--- src/hw/rtl/spd_pkg.sv ---
`default_nettype none
package spd_pkg;

  localparam int unsigned COUNT_W = 17;
  localparam int unsigned LEN_W = COUNT_W + 1;

  localparam logic [15:0] CRC_INIT = 16'hFFFF;
  localparam logic [15:0] CRC_POLY = 16'h1021;
  localparam logic [COUNT_W-1:0] COUNT_MAX = {COUNT_W{1'b1}};

  // Packet layout: six header bytes, CRC high byte at length field + 5
  localparam logic [COUNT_W-1:0] HDR_BYTES = COUNT_W'(6);
  localparam logic [COUNT_W-1:0] CRC_OFS = COUNT_W'(5);
  localparam logic [LEN_W-1:0] MIN_BUF_BYTES = LEN_W'(8);
  localparam logic [LEN_W-1:0] FRAME_OVERHEAD = LEN_W'(7);

  localparam logic [2:0] ST_OK = 3'd0;
  localparam logic [2:0] ST_SHORT = 3'd1;
  localparam logic [2:0] ST_BAD_VERSION = 3'd2;
  localparam logic [2:0] ST_ZERO_LENGTH = 3'd3;
  localparam logic [2:0] ST_TRUNCATED = 3'd4;
  localparam logic [2:0] ST_CRC_MISMATCH = 3'd5;

  typedef struct packed {
    logic [7:0] rx_byte;
    logic       end_of_buffer;
  } in_item_t;

  typedef struct packed {
    logic [2:0]  status;
    logic [10:0] apid;
    logic        packet_type;
    logic        secondary_header;
    logic [13:0] sequence_count;
    logic [15:0] payload_length;
  } out_item_t;

  // CRC-16-CCITT, MSB first, one byte
  function automatic logic [15:0] crc_byte(input logic [15:0] crc, input logic [7:0] b);
    logic [15:0] c;
    c = crc ^ {b, 8'h00};
    for (int k = 0; k < 8; k++) begin
      if (c[15]) begin
        c = {c[14:0], 1'b0} ^ CRC_POLY;
      end else begin
        c = {c[14:0], 1'b0};
      end
    end
    return c;
  endfunction

endpackage
`default_nettype wire

--- src/hw/rtl/spd_in_stage.sv ---
`default_nettype none
module spd_in_stage (
  input  wire logic              clk,
  input  wire logic              rst,
  input  wire logic              in_valid,
  output logic                   in_ready,
  input  wire spd_pkg::in_item_t in_data,
  input  wire logic              take,
  output logic                   item_valid,
  output spd_pkg::in_item_t      item
);
  import spd_pkg::*;

  logic     valid;
  in_item_t data;

  assign in_ready = !valid || take;
  assign item_valid = valid;
  assign item = data;

  always_ff @(posedge clk) begin
    if (rst) begin
      valid <= 1'b0;
    end else if (in_valid && in_ready) begin
      valid <= 1'b1;
    end else if (take) begin
      valid <= 1'b0;
    end
  end

  // hold the byte until the core takes it
  always_ff @(posedge clk) begin
    if (in_valid && in_ready) begin
      data <= in_data;
    end
  end

endmodule
`default_nettype wire

--- src/hw/rtl/spd_core.sv ---
`default_nettype none
module spd_core (
  input  wire logic              clk,
  input  wire logic              rst,
  input  wire logic              cfg_valid,
  input  wire logic [2:0]        cfg_data,
  input  wire logic              item_valid,
  input  wire spd_pkg::in_item_t item,
  input  wire logic              out_free,
  output logic                   take,
  output logic                   push,
  output spd_pkg::out_item_t     result
);
  import spd_pkg::*;

  logic [2:0]         version;
  logic [15:0]        hw [3];
  logic [COUNT_W-1:0] byte_count;
  logic [15:0]        crc;
  logic [15:0]        rcrc;

  logic [15:0]        hw_next [3];
  logic [COUNT_W-1:0] count_next;
  logic [15:0]        crc_next;
  logic [15:0]        rcrc_next;
  logic [COUNT_W-1:0] crc_pos;
  logic [LEN_W-1:0]   in_len;
  logic [LEN_W-1:0]   need_len;
  logic [2:0]         status;
  logic               last;

  assign last = item.end_of_buffer;
  // a non-final byte never produces a verdict, so it never waits on the output
  assign take = item_valid && (!last || out_free);
  assign push = take && last;

  always_comb begin
    hw_next = hw;
    crc_next = crc;
    rcrc_next = rcrc;
    crc_pos = {1'b0, hw[2]} + CRC_OFS;
    if (byte_count < HDR_BYTES) begin
      for (int i = 0; i < 3; i++) begin
        if (byte_count[2:1] == 2'(i)) begin
          if (byte_count[0]) begin
            hw_next[i][7:0] = item.rx_byte;
          end else begin
            hw_next[i][15:8] = item.rx_byte;
          end
        end
      end
      crc_next = crc_byte(crc, item.rx_byte);
    end else if (byte_count < crc_pos) begin
      crc_next = crc_byte(crc, item.rx_byte);
    end else if (byte_count == crc_pos) begin
      rcrc_next[15:8] = item.rx_byte;
    end else if (byte_count == crc_pos + COUNT_W'(1)) begin
      rcrc_next[7:0] = item.rx_byte;
    end
    count_next = (byte_count != COUNT_MAX) ? byte_count + COUNT_W'(1) : byte_count;
  end

  always_comb begin
    in_len = {1'b0, byte_count} + LEN_W'(1);
    need_len = {2'b00, hw_next[2]} + FRAME_OVERHEAD;
    if (in_len < MIN_BUF_BYTES) begin
      status = ST_SHORT;
    end else if (hw_next[0][15:13] != version) begin
      status = ST_BAD_VERSION;
    end else if (hw_next[2] == 16'd0) begin
      status = ST_ZERO_LENGTH;
    end else if (need_len > in_len) begin
      status = ST_TRUNCATED;
    end else if (rcrc_next != crc_next) begin
      status = ST_CRC_MISMATCH;
    end else begin
      status = ST_OK;
    end

    result.status = status;
    if (status == ST_SHORT) begin
      result.apid = '0;
      result.packet_type = 1'b0;
      result.secondary_header = 1'b0;
      result.sequence_count = '0;
      result.payload_length = '0;
    end else begin
      result.apid = hw_next[0][10:0];
      result.packet_type = hw_next[0][12];
      result.secondary_header = hw_next[0][11];
      result.sequence_count = hw_next[1][13:0];
      result.payload_length = (hw_next[2] == 16'd0) ? 16'd0 : hw_next[2] - 16'd1;
    end
  end

  always_ff @(posedge clk) begin
    if (rst) begin
      version <= 3'd0;
    end else if (cfg_valid) begin
      version <= cfg_data;
    end
  end

  always_ff @(posedge clk) begin
    if (rst) begin
      for (int i = 0; i < 3; i++) begin
        hw[i] <= 16'd0;
      end
      byte_count <= '0;
      crc <= CRC_INIT;
      rcrc <= 16'd0;
    end else if (take) begin
      if (last) begin
        // drop all packet state for the next buffer
        for (int i = 0; i < 3; i++) begin
          hw[i] <= 16'd0;
        end
        byte_count <= '0;
        crc <= CRC_INIT;
        rcrc <= 16'd0;
      end else begin
        hw <= hw_next;
        byte_count <= count_next;
        crc <= crc_next;
        rcrc <= rcrc_next;
      end
    end
  end

endmodule
`default_nettype wire

--- src/hw/rtl/spd_out_stage.sv ---
`default_nettype none
module spd_out_stage (
  input  wire logic               clk,
  input  wire logic               rst,
  input  wire logic               push,
  input  wire spd_pkg::out_item_t result,
  output logic                    out_free,
  output logic                    out_valid,
  input  wire logic               out_ready,
  output spd_pkg::out_item_t      out_data
);
  import spd_pkg::*;

  logic      valid;
  out_item_t data;

  assign out_free = !valid || out_ready;
  assign out_valid = valid;
  assign out_data = data;

  always_ff @(posedge clk) begin
    if (rst) begin
      valid <= 1'b0;
    end else if (push) begin
      valid <= 1'b1;
    end else if (out_ready) begin
      valid <= 1'b0;
    end
  end

  always_ff @(posedge clk) begin
    if (push) begin
      data <= result;
    end
  end

endmodule
`default_nettype wire

--- src/hw/rtl/space_packet_decoder.sv ---
// Space packet decoder: checks the primary header and CRC-16-CCITT trailer
// of a received buffer, one byte per transfer.
// Input channel in_valid/in_ready/in_data carries one byte and an
// end-of-buffer flag. Output channel out_valid/out_ready/out_data carries one
// verdict (status and decoded header fields) per buffer, produced only for
// the byte that carries the end-of-buffer flag.
// Config channel cfg_valid/cfg_ready/cfg_data sets the expected packet
// version; it is always ready and should be written only while idle.
// Verdicts are formed combinationally from the input register and registered
// once the output register is free. Throughput: one byte per cycle unless a
// final byte waits on a stalled output, set by the unrolled CRC byte update.
// Reset clears the header capture, byte counter and version (to zero) and sets the CRC to 0xFFFF.
// When the receiver stalls with a verdict pending, non-final bytes still
// flow; a further final byte waits in the input register until the pending
// verdict is taken, and in_ready drops behind it.
`default_nettype none
module space_packet_decoder (
  input  wire logic               clk,
  input  wire logic               rst,
  input  wire logic               in_valid,
  output logic                    in_ready,
  input  wire spd_pkg::in_item_t  in_data,
  output logic                    out_valid,
  input  wire logic               out_ready,
  output spd_pkg::out_item_t      out_data,
  input  wire logic               cfg_valid,
  output logic                    cfg_ready,
  input  wire logic [2:0]         cfg_data
);
  import spd_pkg::*;

  logic      take;
  logic      push;
  logic      out_free;
  logic      item_valid;
  in_item_t  item;
  out_item_t result;

  assign cfg_ready = 1'b1;

  spd_in_stage u_in (
    .clk       (clk),
    .rst       (rst),
    .in_valid  (in_valid),
    .in_ready  (in_ready),
    .in_data   (in_data),
    .take      (take),
    .item_valid(item_valid),
    .item      (item)
  );

  spd_core u_core (
    .clk       (clk),
    .rst       (rst),
    .cfg_valid (cfg_valid),
    .cfg_data  (cfg_data),
    .item_valid(item_valid),
    .item      (item),
    .out_free  (out_free),
    .take      (take),
    .push      (push),
    .result    (result)
  );

  spd_out_stage u_out (
    .clk      (clk),
    .rst      (rst),
    .push     (push),
    .result   (result),
    .out_free (out_free),
    .out_valid(out_valid),
    .out_ready(out_ready),
    .out_data (out_data)
  );

endmodule
`default_nettype wire

--- config.mk ---
export PLATFORM = sky130hd
export DESIGN_NAME = space_packet_decoder
export DESIGN_NICKNAME = d
export VERILOG_FILES = /design/src/hw/rtl/spd_pkg.sv /design/src/hw/rtl/spd_in_stage.sv /design/src/hw/rtl/spd_core.sv /design/src/hw/rtl/spd_out_stage.sv /design/src/hw/rtl/space_packet_decoder.sv
export SDC_FILE = /design/constraint.sdc
export NUM_CORES = 1
export LEC_CHECK = 0
export BUFFER_PORTS_ARGS = -buffer_cell sky130_fd_sc_hd__buf_2
export CAP_MARGIN = 20
export CORE_MARGIN = 4
export CORE_UTILIZATION = 50
export CTS_CLUSTER_DIAMETER = 120
export DETAILED_ROUTE_END_ITERATION = 6
export GPL_ROUTABILITY_DRIVEN = 0
export GPL_TIMING_DRIVEN = 1
export PLACE_DENSITY = 0.68
export SLEW_MARGIN = 20
export SYNTH_ARGS = -nofsm -noshare
export SYNTH_HDL_FRONTEND = slang
export SYNTH_SLANG_ARGS = --single-unit
--- constraint.sdc ---
create_clock -name clk -period 9.8 [get_ports clk]
set_input_delay 0.98 -clock clk [delete_from_list [all_inputs] [get_ports clk]]
set_output_delay 0.98 -clock clk [all_outputs]
set_load 0.01 [all_outputs]
==> results.yml <==
run_status:
  status: "complete, no violations"
final_layout:
  utilization: 0.562
  final_cells: 1411
  fin_area_um2: 10900
  layout_commonest_cell: "nor2_1"
  final_cell_mix: "nor2_1, dfxtp_1, xnor2_1, mux2i_1, buf_2"
  nets: 1190
  diodes: 0
  drive_above_1_share: 0.118
  areaGrowthSynthToFinish_pct: 10.7
global_routing:
  grt-ovfl-total: 0
  track_usage: 0.237
  grt_max_degree: 86
  first_global_vias: 7550
  antenna_found_initial: 0
  grt_pass1_wl_mm: 41.1
cts:
  cts_setup_buffers: 0
  clock_path_buffers: 2
  clk_latency_ps: 440
  clkSlewWorstSetupHoldPaths_ps: 80
  htreeDepth: 4
  ctsHoldBuffers: 0
  cts_buffers: 17
  cts_resized: 0
  cts_tree: "built"
  cts_sinks: 155
  root_buffer: "clkbuf_16"
hold_path:
  hold_end: "u_core.hw[32]"
  holdPathStages: 2
  holdCritStartpoint: "u_core.hw[32]"
  hp-class: "flip-flop to flip-flop"
logic_synthesis:
  syn-cell-area_um2: 9840
  ys.flop_type: "dfxtp_1"
  synth-edff-count: 55
  synth_area_per_cell_um2: 8.82
  synth_cells: 1115
  ys_types: 74
  yosysWarnings: 0
  async_reset_ff_frac: 0
  synth_xor_area_frac: 0.120
  synth-compound-area-share: 0.130
  synth_mux_area_frac: 0.0716
  ys_seq_elements: 155
  synth_top_family_by_area: "simple AND/OR/NAND/NOR gates"
  synth_fa_ha_area_frac: 0.0509
  yosys.area_share.simple: 0.215
  syn_nets: 1172
  yosysSeqAreaShare: 0.371
routing:
  ant_nets: 0
  num_vias: 8237
  wl_per_cell_um: 18.6
  drt_pass1_iterations: 5
  viasPerCell: 5.84
  routed_wl_mm: 26.2
  drc: 0
  dr.first_iter.drc_count: 698
worst_setup_path:
  crit_type: "flip-flop to flip-flop"
  worstPathMaxFanout: 15
  crit_path_frequent_cell: "nand4_1"
  crit_arrival_ps: 6110
  rr_startpoint: "u_core.hw[0]"
  start_kind: "flip-flop"
  timing.reg2reg.setup_slack_ps: 3880
  required_ps: 9990
  crit_cells: 17
  reg2reg_depth: 17
  r2r-end: "u_out.out_data[43]"
  max_stage_delay_ps: 680
  crit_chain: "ha_1 -> o211ai_1 -> nor4_2 -> xnor2_1 -> inv_1 -> ha_1 -> nand4_1 -> nor3_1 -> nand4_1 -> a2111oi_0 -> a31oi_1 -> a21oi_1 -> nand4_1 -> or4_1 -> a21oi_1 -> or3b_1 -> o221a_1"
  critPathSlowestCell: "dfxtp_1"
  cp_top_family: "simple AND/OR/NAND/NOR gates"
  crit_path_end_kind: "flip-flop"
  worst-path-buf-inv: 1
sta:
  fin_skew_ps: 14.4
  fin_crit_ps: 5920
  rsz0062_at_grt: "no"
  setup_viol: 0
  max_freq_mhz: 169
  worstMarginPinSlew_ps: 978
  slew_headroom: 0.344
  slew_violations: 0
  min_period_over_period: 0.604
  hold_violations: 0
  finalSetupTns_ps: 0
power:
  power_w: 0.00151
  sw_frac_of_total: 0.284
  ir_drop_uv: 124
  combPwrFrac: 0.099
  internal_power_w: 0.00108
  pwr-share-seq: 0.464
  switchingPower_w: 0.000427
  clkPwrFrac: 0.437
  p_leak_nw: 4.17
  p_per_area_nw_per_um2: 138
floorplanning:
  start_util: 0.507
  dieArea_um2: 22000
  die_x_um: 148
  core-area_um2: 19400
  std_cell_rows: 51
  pin_count: 66
  die_y_um: 148
placed_design:
  placed_cells: 1378
  dp_hpwl_mm: 18.9
  placed_cell_area_um2: 10300
  numPortBuffers: 64
job:
  maxCapViolations: 0
## cell type report
class | count | area (um2)
Clock buffer | 17 | 425
Clock inverter | 15 | 169
Fill cell | 1781 | 8500
Inverter | 23 | 86.3
Multi-Input combinational cell | 861 | 5830
Sequential cell | 155 | 3650
Tap cell | 265 | 332
Timing Repair Buffer | 75 | 403
## metrics by stage
step	hold WS, ps	setup WS (ps)
2_1_floorplan	479	4870
3_3_place_gp	491	4140
3_5_place_dp	498	3940
4_1_cts	516	3850
5_1_grt	539	3410
6_report	512	3880
## Yosys cell counts, types with 13 or more instances
master | count | area share
nand4_1 | 14 | 0.0089
clkbuf_1 | 58 | 0.022
xor2_1 | 54 | 0.048
xnor2_1 | 78 | 0.069
dfxtp_1 | 100 | 0.20
nor2b_1 | 19 | 0.012
o21ai_0 | 21 | 0.011
mux2i_1 | 67 | 0.068
nand3_1 | 36 | 0.018
nand2_1 | 62 | 0.024
nor2_1 | 188 | 0.072
and3_1 | 17 | 0.011
edfxtp_1 | 55 | 0.17
ha_1 | 40 | 0.051
nor3_1 | 22 | 0.011
inv_1 | 23 | 0.0088
a21oi_1 | 49 | 0.025
a22oi_1 | 52 | 0.040
nand2b_1 | 13 | 0.0083
## tightest hold or removal path, cell delays in order, from the launching register on
cell and delay [ps]:
dfxtp_1 330, a22oi_1 80, nor2_1 70
## power by group through the flow
stage	clock network [W]	logic [W]	registers [W]
after global routing	0.000696	0.000164	0.000700
after global placement	0	0.000146	0.000712
after detailed placement	0	0.000147	0.000713
after CTS	0.000665	0.000148	0.000698
after floorplan	0	0.000112	0.000704
final	0.000659	0.000148	0.000699
## state kept, by name, indices dropped and copies added, names as in the netlist
name	count
u_core.byte_count	17
u_core.crc	16
u_core.hw	46
u_core.rcrc	16
u_core.version	3
u_in.item	9
u_in.item_valid	1
u_out.out_data	46
u_out.out_valid	1
## kinds of logic after synthesis
group,after synthesis
AND/OR/NAND/NOR,431
AO/OA/AOI/OAI,187
XOR/XNOR,133
other,1
adder cells (fa/ha/maj),40
buffers and inverters,99
multiplexers,69
flip-flops,155
## layer usage
layer | part of all wire | up-vias | GRT usage
li1 | - | 3979 | -
met1 | 0.44 | 3917 | 0.324
met2 | 0.47 | 289 | 0.379
met3 | 0.058 | 52 | 0.0424
met4 | 0.029 | 0 | 0.0864
met5 | 0 | - | 0
## worst max-delay path by stage
stage	endpoint	slack, ps	start
5_1_grt	u_out.out_data[43]	3410	u_core.hw[0]
6_report	u_out.out_data[43]	3880	u_core.hw[0]
3_3_place_gp	u_out.out_data[43]	4140	u_core.hw[0]
2_1_floorplan	u_out.out_data[43]	4870	u_core.hw[8]
4_1_cts	u_out.out_data[45]	3850	u_core.byte_count[12]
3_5_place_dp	u_out.out_data[45]	3940	u_core.byte_count[12]
Note: power is estimated with default switching activity, not from simulation.
